## src/rvsde_pkg.sv

```systemverilog
// Shared types and encodings for the RV32I subset decode and execute unit.
`timescale 1ns / 1ps

package rvsde_pkg;

  // Major opcodes.
  localparam logic [6:0] OP_R      = 7'b0110011;
  localparam logic [6:0] OP_LOAD   = 7'b0000011;
  localparam logic [6:0] OP_IMM    = 7'b0010011;
  localparam logic [6:0] OP_STORE  = 7'b0100011;
  localparam logic [6:0] OP_BRANCH = 7'b1100011;

  // funct7 values for register-register operations.
  localparam logic [6:0] F7_BASE = 7'b0000000;
  localparam logic [6:0] F7_ALT  = 7'b0100000;

  // funct3 values for arithmetic and logic.
  localparam logic [2:0] F3_ADD = 3'b000;
  localparam logic [2:0] F3_SLT = 3'b010;
  localparam logic [2:0] F3_XOR = 3'b100;
  localparam logic [2:0] F3_OR  = 3'b110;
  localparam logic [2:0] F3_AND = 3'b111;

  // funct3 values for loads.
  localparam logic [2:0] F3_LB  = 3'b000;
  localparam logic [2:0] F3_LH  = 3'b001;
  localparam logic [2:0] F3_LW  = 3'b010;
  localparam logic [2:0] F3_LBU = 3'b100;
  localparam logic [2:0] F3_LHU = 3'b101;

  // funct3 values for stores.
  localparam logic [2:0] F3_SB = 3'b000;
  localparam logic [2:0] F3_SH = 3'b001;
  localparam logic [2:0] F3_SW = 3'b010;

  // funct3 values for branches.
  localparam logic [2:0] F3_BEQ = 3'b000;
  localparam logic [2:0] F3_BNE = 3'b001;
  localparam logic [2:0] F3_BLT = 3'b100;
  localparam logic [2:0] F3_BGE = 3'b101;

  // Status codes.
  localparam logic [1:0] ST_OK        = 2'd0;
  localparam logic [1:0] ST_BAD_OP    = 2'd1;
  localparam logic [1:0] ST_BAD_FUNCT = 2'd2;

  // Register file write request.
  typedef struct packed {
    logic        en;
    logic [4:0]  idx;
    logic [31:0] data;
  } wr_t;

  // Outcome of executing one instruction.
  typedef struct packed {
    logic [31:0] alu;
    logic [4:0]  dest;
    logic        wr;
    logic        ld;
    logic        st;
    logic [31:0] sval;
    logic        taken;
    logic [1:0]  status;
  } res_t;

endpackage

```

## src/rv32i_subset_decode_execute_unit.sv

```systemverilog
// Top level of the RV32I subset decode and execute unit.
`timescale 1ns / 1ps
// A request is accepted into the execute register, and its result is registered in the
// output register when the execute stage advances.
// Throughput: one instruction per cycle unless the result is stalled; the register file memory
// is read once per request in the cycle of acceptance; the previous instruction's write is forwarded.
// A stalled result holds the execute stage, which stalls the input. Reset clears the program
// counter and the register valid bits at once, and the input is stalled while reset is high.

module rv32i_subset_decode_execute_unit #(
  parameter int REG_COUNT = 32
) (
  input  logic               clk,
  input  logic               rst,
  input  logic               instr_valid,
  output logic               instr_stall,
  input  logic [31:0]        instruction,
  output logic               result_valid,
  input  logic               result_stall,
  output logic [31:0]        instr_address,
  output logic signed [31:0] alu_value,
  output logic [4:0]         dest_index,
  output logic               writes_reg,
  output logic               load_request,
  output logic               store_request,
  output logic signed [31:0] store_value,
  output logic               branch_taken,
  output logic [1:0]         status
);
  import rvsde_pkg::*;

  logic        e_valid;
  logic [31:0] e_instr;
  logic [31:0] pc;
  logic        e_adv;
  logic        in_take;
  logic [31:0] a;
  logic [31:0] b;
  logic [31:0] next_pc;
  res_t        res;
  wr_t         wr;

  assign e_adv       = e_valid && (!result_valid || !result_stall);
  assign instr_stall = rst || (e_valid && !e_adv);
  assign in_take     = instr_valid && !instr_stall;

  assign wr.en   = e_adv && res.wr;
  assign wr.idx  = e_instr[11:7];
  assign wr.data = res.alu;

  rvsde_regfile #(
    .REG_COUNT(REG_COUNT)
  ) u_regfile (
    .clk  (clk),
    .rst  (rst),
    .rd_en(in_take),
    .rs1  (instruction[19:15]),
    .rs2  (instruction[24:20]),
    .wr   (wr),
    .a    (a),
    .b    (b)
  );

  rvsde_exec #(
    .REG_COUNT(REG_COUNT)
  ) u_exec (
    .instr  (e_instr),
    .pc     (pc),
    .a      (a),
    .b      (b),
    .res    (res),
    .next_pc(next_pc)
  );

  always_ff @(posedge clk) begin
    if (rst) begin
      e_valid <= 1'b0;
    end else if (in_take) begin
      e_valid <= 1'b1;
    end else if (e_adv) begin
      e_valid <= 1'b0;
    end
    if (in_take) begin
      e_instr <= instruction;
    end
  end

  // The program counter belongs to the execute stage, so a taken branch sets the address of
  // the next instruction that executes.
  always_ff @(posedge clk) begin
    if (rst) begin
      pc <= 32'd0;
    end else if (e_adv) begin
      pc <= next_pc;
    end
  end

  always_ff @(posedge clk) begin
    if (rst) begin
      result_valid <= 1'b0;
    end else if (e_adv) begin
      result_valid <= 1'b1;
    end else if (!result_stall) begin
      result_valid <= 1'b0;
    end
    if (e_adv) begin
      instr_address <= pc;
      alu_value     <= $signed(res.alu);
      dest_index    <= res.dest;
      writes_reg    <= res.wr;
      load_request  <= res.ld;
      store_request <= res.st;
      store_value   <= $signed(res.sval);
      branch_taken  <= res.taken;
      status        <= res.status;
    end
  end

  a_adv_shows: assert property (@(posedge clk) disable iff (rst)
    e_adv |=> result_valid && (instr_address == $past(pc)))
    else $error("Executed instruction did not reach the output register.");

  a_pc_step: assert property (@(posedge clk) disable iff (rst)
    e_adv && !res.taken |=> pc == $past(pc) + 32'd4)
    else $error("Program counter did not advance by four.");

  a_bad_quiet: assert property (@(posedge clk) disable iff (rst)
    result_valid && (status != ST_OK) |-> !writes_reg && !load_request && !store_request
      && !branch_taken && (dest_index == 5'd0))
    else $error("Rejected instruction produced side effects.");

  a_wr_dest: assert property (@(posedge clk) disable iff (rst)
    wr.en |-> (wr.idx != 5'd0) && e_valid)
    else $error("Register file write to x0 or without an instruction.");

endmodule

```

## src/rvsde_regfile.sv

```systemverilog
// Register file held in a synchronous two-read, one-write memory with write forwarding.
`timescale 1ns / 1ps

module rvsde_regfile #(
  parameter int REG_COUNT = 32
) (
  input  logic              clk,
  input  logic              rst,
  input  logic              rd_en,
  input  logic [4:0]        rs1,
  input  logic [4:0]        rs2,
  input  rvsde_pkg::wr_t    wr,
  output logic [31:0]       a,
  output logic [31:0]       b
);
  import rvsde_pkg::*;

  localparam int IDX_W = $clog2(REG_COUNT);

  logic [31:0]          mem [REG_COUNT];
  logic [REG_COUNT-1:0] vld;
  logic [31:0]          q1;
  logic [31:0]          q2;
  logic                 ok1;
  logic                 ok2;
  logic                 fwd1;
  logic                 fwd2;
  logic [31:0]          fdata;
  logic                 rs1_in;
  logic                 rs2_in;
  logic                 wr_in;

  assign rs1_in = int'(rs1) < REG_COUNT;
  assign rs2_in = int'(rs2) < REG_COUNT;
  assign wr_in  = wr.en && (int'(wr.idx) < REG_COUNT);

  always_ff @(posedge clk) begin
    if (wr_in) begin
      mem[wr.idx[IDX_W-1:0]] <= wr.data;
    end
    if (rd_en) begin
      q1 <= mem[rs1[IDX_W-1:0]];
      q2 <= mem[rs2[IDX_W-1:0]];
    end
  end

  // An entry never written since reset reads as zero.
  always_ff @(posedge clk) begin
    if (rst) begin
      vld <= '0;
    end else if (wr_in) begin
      vld[wr.idx[IDX_W-1:0]] <= 1'b1;
    end
  end

  // A write at the same edge as the read is not seen by the memory, so it is forwarded.
  always_ff @(posedge clk) begin
    if (rd_en) begin
      ok1   <= rs1_in && vld[rs1[IDX_W-1:0]];
      ok2   <= rs2_in && vld[rs2[IDX_W-1:0]];
      fwd1  <= wr_in && (wr.idx == rs1);
      fwd2  <= wr_in && (wr.idx == rs2);
      fdata <= wr.data;
    end
  end

  assign a = fwd1 ? fdata : (ok1 ? q1 : 32'd0);
  assign b = fwd2 ? fdata : (ok2 ? q2 : 32'd0);

endmodule

```

## src/rvsde_exec.sv

```systemverilog
// Instruction decode, ALU, address generation and branch resolution.
`timescale 1ns / 1ps

module rvsde_exec #(
  parameter int REG_COUNT = 32
) (
  input  logic [31:0]     instr,
  input  logic [31:0]     pc,
  input  logic [31:0]     a,
  input  logic [31:0]     b,
  output rvsde_pkg::res_t res,
  output logic [31:0]     next_pc
);
  import rvsde_pkg::*;

  logic [6:0]  op;
  logic [4:0]  rd;
  logic [2:0]  f3;
  logic [6:0]  f7;
  logic [31:0] imm_i;
  logic [31:0] imm_s;
  logic [31:0] imm_b;
  logic        rd_ok;
  logic        lt;

  assign op    = instr[6:0];
  assign rd    = instr[11:7];
  assign f3    = instr[14:12];
  assign f7    = instr[31:25];
  assign imm_i = {{20{instr[31]}}, instr[31:20]};
  assign imm_s = {{20{instr[31]}}, instr[31:25], instr[11:7]};
  assign imm_b = {{19{instr[31]}}, instr[31], instr[7], instr[30:25], instr[11:8], 1'b0};
  assign rd_ok = (rd != 5'd0) && (int'(rd) < REG_COUNT);
  assign lt    = $signed(a) < $signed(b);

  always_comb begin
    res        = '0;
    res.status = ST_OK;
    next_pc    = pc + 32'd4;
    case (op)
      OP_R: begin
        if (f7 == F7_ALT && f3 == F3_ADD) begin
          res.alu = a - b;
        end else if (f7 == F7_BASE) begin
          case (f3)
            F3_ADD:  res.alu = a + b;
            F3_AND:  res.alu = a & b;
            F3_OR:   res.alu = a | b;
            F3_XOR:  res.alu = a ^ b;
            F3_SLT:  res.alu = {31'd0, lt};
            default: res.status = ST_BAD_FUNCT;
          endcase
        end else begin
          res.status = ST_BAD_FUNCT;
        end
        if (res.status == ST_OK) begin
          res.dest = rd;
          res.wr   = rd_ok;
        end
      end
      OP_IMM: begin
        if (f3 == F3_ADD) begin
          res.alu  = a + imm_i;
          res.dest = rd;
          res.wr   = rd_ok;
        end else begin
          res.status = ST_BAD_FUNCT;
        end
      end
      OP_LOAD: begin
        case (f3)
          F3_LB, F3_LH, F3_LW, F3_LBU, F3_LHU: begin
            res.alu  = a + imm_i;
            res.dest = rd;
            res.ld   = 1'b1;
          end
          default: res.status = ST_BAD_FUNCT;
        endcase
      end
      OP_STORE: begin
        case (f3)
          F3_SB, F3_SH, F3_SW: begin
            res.alu  = a + imm_s;
            res.st   = 1'b1;
            res.sval = b;
          end
          default: res.status = ST_BAD_FUNCT;
        endcase
      end
      OP_BRANCH: begin
        case (f3)
          F3_BEQ, F3_BNE, F3_BLT, F3_BGE: begin
            res.alu = pc + imm_b;
            case (f3)
              F3_BEQ:  res.taken = (a == b);
              F3_BNE:  res.taken = (a != b);
              F3_BLT:  res.taken = lt;
              default: res.taken = !lt;
            endcase
            if (res.taken) begin
              next_pc = res.alu;
            end
          end
          default: res.status = ST_BAD_FUNCT;
        endcase
      end
      default: res.status = ST_BAD_OP;
    endcase
  end

endmodule

```

## config.mk

```make
export PLATFORM = sky130hd
export DESIGN_NAME = rv32i_subset_decode_execute_unit
export DESIGN_NICKNAME = d
export VERILOG_FILES = /design/src/rvsde_pkg.sv /design/src/rv32i_subset_decode_execute_unit.sv /design/src/rvsde_regfile.sv /design/src/rvsde_exec.sv
export SDC_FILE = /design/constraint.sdc
export NUM_CORES = 2
export LEC_CHECK = 0
export BUFFER_PORTS_ARGS = -buffer_cell sky130_fd_sc_hd__buf_2
export CAP_MARGIN = 20
export CORE_MARGIN = 1.5
export CORE_UTILIZATION = 50
export CTS_BUF_LIST = sky130_fd_sc_hd__clkbuf_4 sky130_fd_sc_hd__clkbuf_8 sky130_fd_sc_hd__clkbuf_16
export DETAILED_ROUTE_END_ITERATION = 8
export PLACE_DENSITY = 0.65
export SLEW_MARGIN = 25
export SYNTH_ARGS = -nofsm -noshare
export SYNTH_HDL_FRONTEND = slang
export SYNTH_SLANG_ARGS = --single-unit
```

## constraint.sdc

```tcl
create_clock -name clk -period 10.18 [get_ports clk]
set_clock_uncertainty 0.05 [all_clocks]
set_input_delay 2.036 -clock clk [delete_from_list [all_inputs] [get_ports clk]]
set_output_delay 2.036 -clock clk [all_outputs]
set_load 0.01 [all_outputs]
```

==> reports/qor.json <==
{
  "critPathRequiredTime_ps": 10800,
  "power.leakage_nw": 24.3,
  "fp.dieArea_sq_um": 139000,
  "clockRootBuffer": "sky130_fd_sc_hd__clkbuf_16",
  "post-dp-hpwl_mm": 130,
  "overflow": 0,
  "totalNegativeSetupSlack_ps": 0,
  "grt_start_max_net_pins": 132,
  "critPathCaptureType": "register",
  "syn_inst": 4341,
  "hold_path_startpoint": "pc[1]",
  "worstSkewPairLatency_ps": 790,
  "postLayoutCoreUtil": 0.564,
  "netlist-cell-type-count": 95,
  "tritoncts_num_sinks": 1322,
  "outcome": "finished clean",
  "final.min_clock_period_ps": 7200,
  "max_freq_mhz": 139,
  "worstMarginPinSlew_ps": 1140,
  "yosys_most_used_dff": "sky130_fd_sc_hd__edfxtp_1",
  "floorplan.initialDensity": 0.505,
  "core_area_sq_um": 136000,
  "largest_register_ffs": 1024,
  "synth_area_leaders": "sky130_fd_sc_hd__edfxtp_1, sky130_fd_sc_hd__mux4_2, sky130_fd_sc_hd__ha_1, sky130_fd_sc_hd__dfxtp_1, sky130_fd_sc_hd__a21oi_1",
  "cts_setup_buffers": 0,
  "mostFrequentLayoutCell": "sky130_fd_sc_hd__edfxtp_1",
  "criticalPathCategory": "register to register",
  "dp_slack_ps": 3240,
  "critPathMaxFanout": 43,
  "htree_levels": 4,
  "n_fill_cell": 10600,
  "finalSetupViolations": 0,
  "timing.critical_path.slowest_stage_cell": "sky130_fd_sc_hd__edfxtp_1",
  "power.ir.vdd_worst_mv": 0.121,
  "gr-usage-all-layers": 0.311,
  "fin_hold_ws_ps": 432,
  "critical_path_buf_inv_count": 3,
  "layout_common_cells": "sky130_fd_sc_hd__edfxtp_1, sky130_fd_sc_hd__mux4_2, sky130_fd_sc_hd__a21oi_1, sky130_fd_sc_hd__nand2_1, sky130_fd_sc_hd__nor2_1",
  "final.setup.worst_slack_ps": 2980,
  "worst-endpoint-arrival_ps": 7820,
  "seq_area_frac_synth": 0.570,
  "hold_path_depth": 0,
  "chip_width_um": 373,
  "synth_area_leader_cell": "sky130_fd_sc_hd__edfxtp_1",
  "timing.rr.start": "u_regfile.fwd2",
  "drt_drc_violations_left": 0,
  "cts_made_buffers": 143,
  "routed_wire_length_per_instance_um": 34.1,
  "grt_first_pass_wirelength_mm": 311,
  "drive_gt1_frac": 0.286,
  "io_buffers": 143,
  "yosys_warnings": 0,
  "rr_worst_depth": 15,
  "chipHeight_um": 373,
  "drv.max_cap_violation_count": 0,
  "drt-initial-drc-count": 6029,
  "gpl.final_weighted_congestion": 0.986,
  "yosysTopAreaCellShare": 0.551,
  "final_min_period_over_clock_period": 0.707,
  "crit_path_cell_trace": "nor2b_2 > buf_4 > a22oi_1 > inv_1 > ha_1 > nor4b_1 > nand3_1 > nor3_1 > and4b_1 > o31ai_1 > o22ai_2 > nand2_2 > inv_2 > nand2_1 > a2111oi_1",
  "detail_route_antenna_nets": 0,
  "cellPowerDensity_nw_per_um2": 162,
  "max-slew-margin-rel": 0.243,
  "hold_path.class": "register to register",
  "drt-total-wl_mm": 218,
  "path_delay_family": "simple AND/OR/NAND/NOR gates",
  "report.power.total_mw": 12.4,
  "syn_area_per_cell_sq_um": 15.8,
  "cpPeakStageDelay_ps": 1070,
  "crit-reg2reg-capture": "pc[12]",
  "io-pin-count": 145,
  "synth.cell_area_sq_um": 68600,
  "cts_buffer_depth": 3,
  "synth-edff-count": 1257,
  "syn2layout_area_growth_pct": 11.8,
  "async_flop_share": 0,
  "nNetsFinal": 4683,
  "startpoint_type": "register",
  "grt_pass1_vias": 43600,
  "postSynthRegisterBits": 1322,
  "grt_antenna_before_repair": 8,
  "grt_setup_unrepaired": "false",
  "holdBufCountCts": 0,
  "final_hold_fails": 0,
  "tritoncts": "yes",
  "ctsResizeCount": 0,
  "via_count": 44500,
  "drt-pass1-iter-count": 6,
  "row_count": 135,
  "setup.reg_to_reg.worst_slack_ps": 2980,
  "viasPerCell": 6.98,
  "timing_max_transition_violations_final": 0,
  "clk_transition_reported_paths_ps": 70,
  "min_delay_worst_endpoint": "instr_address[1]"
}
[cell type report]
class | count | area [sq um] | share of cell area
inverter | 146 | 553 | 0.00722
timing repair buffer | 259 | 1740 | 0.0226
antenna | 1 | 2.50 | 0.0000327
clock inverter | 75 | 709 | 0.00926
clock buffer | 181 | 3980 | 0.0519
multi-input combinational | 2618 | 28400 | 0.370
sequential | 1322 | 39000 | 0.510
tap | 1781 | 2230 | 0.0291
[metrics by stage]
stage               instances  area (sq um)
finish                   6383         76600
global placement         6125         71900
global route             6382         76600
floorplan                4373         68700
CTS                      6382         76600
detailed placement       6126         71900
[metal layers]
layer  up-vias  part of all wire  global-route usage
met5         -           0.00022                   0
met2      2585              0.47               0.494
li1      18200                 -                   -
met3       451             0.092              0.0474
met1     23300              0.39               0.436
met4         6             0.042               0.125
[power breakdown]
part	internal (mW)	switching (mW)	total [mW]
clock network	3.03	2.17	5.20
registers	6.01	0.0436	6.06
logic	0.436	0.713	1.15
total	9.48	2.93	12.4
[cells in the mapped netlist, types with 19 or more instances]
cell,n
sky130_fd_sc_hd__a31oi_1,25
sky130_fd_sc_hd__a21oi_1,242
sky130_fd_sc_hd__o21bai_1,28
sky130_fd_sc_hd__a22o_1,29
sky130_fd_sc_hd__o21ai_0,158
sky130_fd_sc_hd__mux2_2,68
sky130_fd_sc_hd__nor2b_1,19
sky130_fd_sc_hd__nand4_1,24
sky130_fd_sc_hd__inv_1,137
sky130_fd_sc_hd__nor2_1,204
sky130_fd_sc_hd__and2_1,24
sky130_fd_sc_hd__ha_1,154
sky130_fd_sc_hd__edfxtp_1,1257
sky130_fd_sc_hd__clkbuf_1,214
sky130_fd_sc_hd__xnor2_1,49
sky130_fd_sc_hd__o22ai_1,22
sky130_fd_sc_hd__a21o_1,41
sky130_fd_sc_hd__dfxtp_1,65
sky130_fd_sc_hd__a22oi_1,55
sky130_fd_sc_hd__mux4_2,660
sky130_fd_sc_hd__nand2_1,207
sky130_fd_sc_hd__mux2i_1,22
sky130_fd_sc_hd__and3_1,21
sky130_fd_sc_hd__a211oi_1,29
sky130_fd_sc_hd__nor3_1,42
sky130_fd_sc_hd__o221ai_1,19
sky130_fd_sc_hd__o21a_1,48
sky130_fd_sc_hd__nand3_1,52
sky130_fd_sc_hd__buf_1,61
[worst reg2reg max path, stage by stage, from the launching register on]
cell and delay, ps:
sky130_fd_sc_hd__edfxtp_1 1070, sky130_fd_sc_hd__nor2b_2 140, sky130_fd_sc_hd__buf_4 310, sky130_fd_sc_hd__a22oi_1 420
sky130_fd_sc_hd__inv_1 90, sky130_fd_sc_hd__ha_1 470, sky130_fd_sc_hd__nor4b_1 800, sky130_fd_sc_hd__nand3_1 290
sky130_fd_sc_hd__nor3_1 410, sky130_fd_sc_hd__and4b_1 300, sky130_fd_sc_hd__o31ai_1 90, sky130_fd_sc_hd__o22ai_2 700
sky130_fd_sc_hd__nand2_2 820, sky130_fd_sc_hd__inv_2 600, sky130_fd_sc_hd__nand2_1 180, sky130_fd_sc_hd__a2111oi_1 350
[how the worst max path moves through the flow]
stage              startpoint         end  slack [ps]  cells past startpoint
2_1_floorplan             rst  e_instr[0]        1440                      5
3_3_place_gp   u_regfile.fwd2      pc[12]        3450                     15
3_5_place_dp   u_regfile.fwd2      pc[12]        3240                     15
4_1_cts        u_regfile.fwd2      pc[12]        3200                     15
5_1_grt        u_regfile.fwd2      pc[12]        2810                     15
6_report       u_regfile.fwd2      pc[12]        2980                     15
[logic make-up after synthesis]
kind of cell,Yosys count,synth area share
other,1,0.0000547
buffers and inverters,433,0.0241
XOR/XNOR,64,0.00818
AND/OR/NAND/NOR,704,0.0488
multiplexers,751,0.231
adder cells (fa/ha/maj),157,0.0290
AO/OA/AOI/OAI,909,0.0890
flip-flops,1322,0.570
No activity file was read; power rests on OpenSTA's default activity.
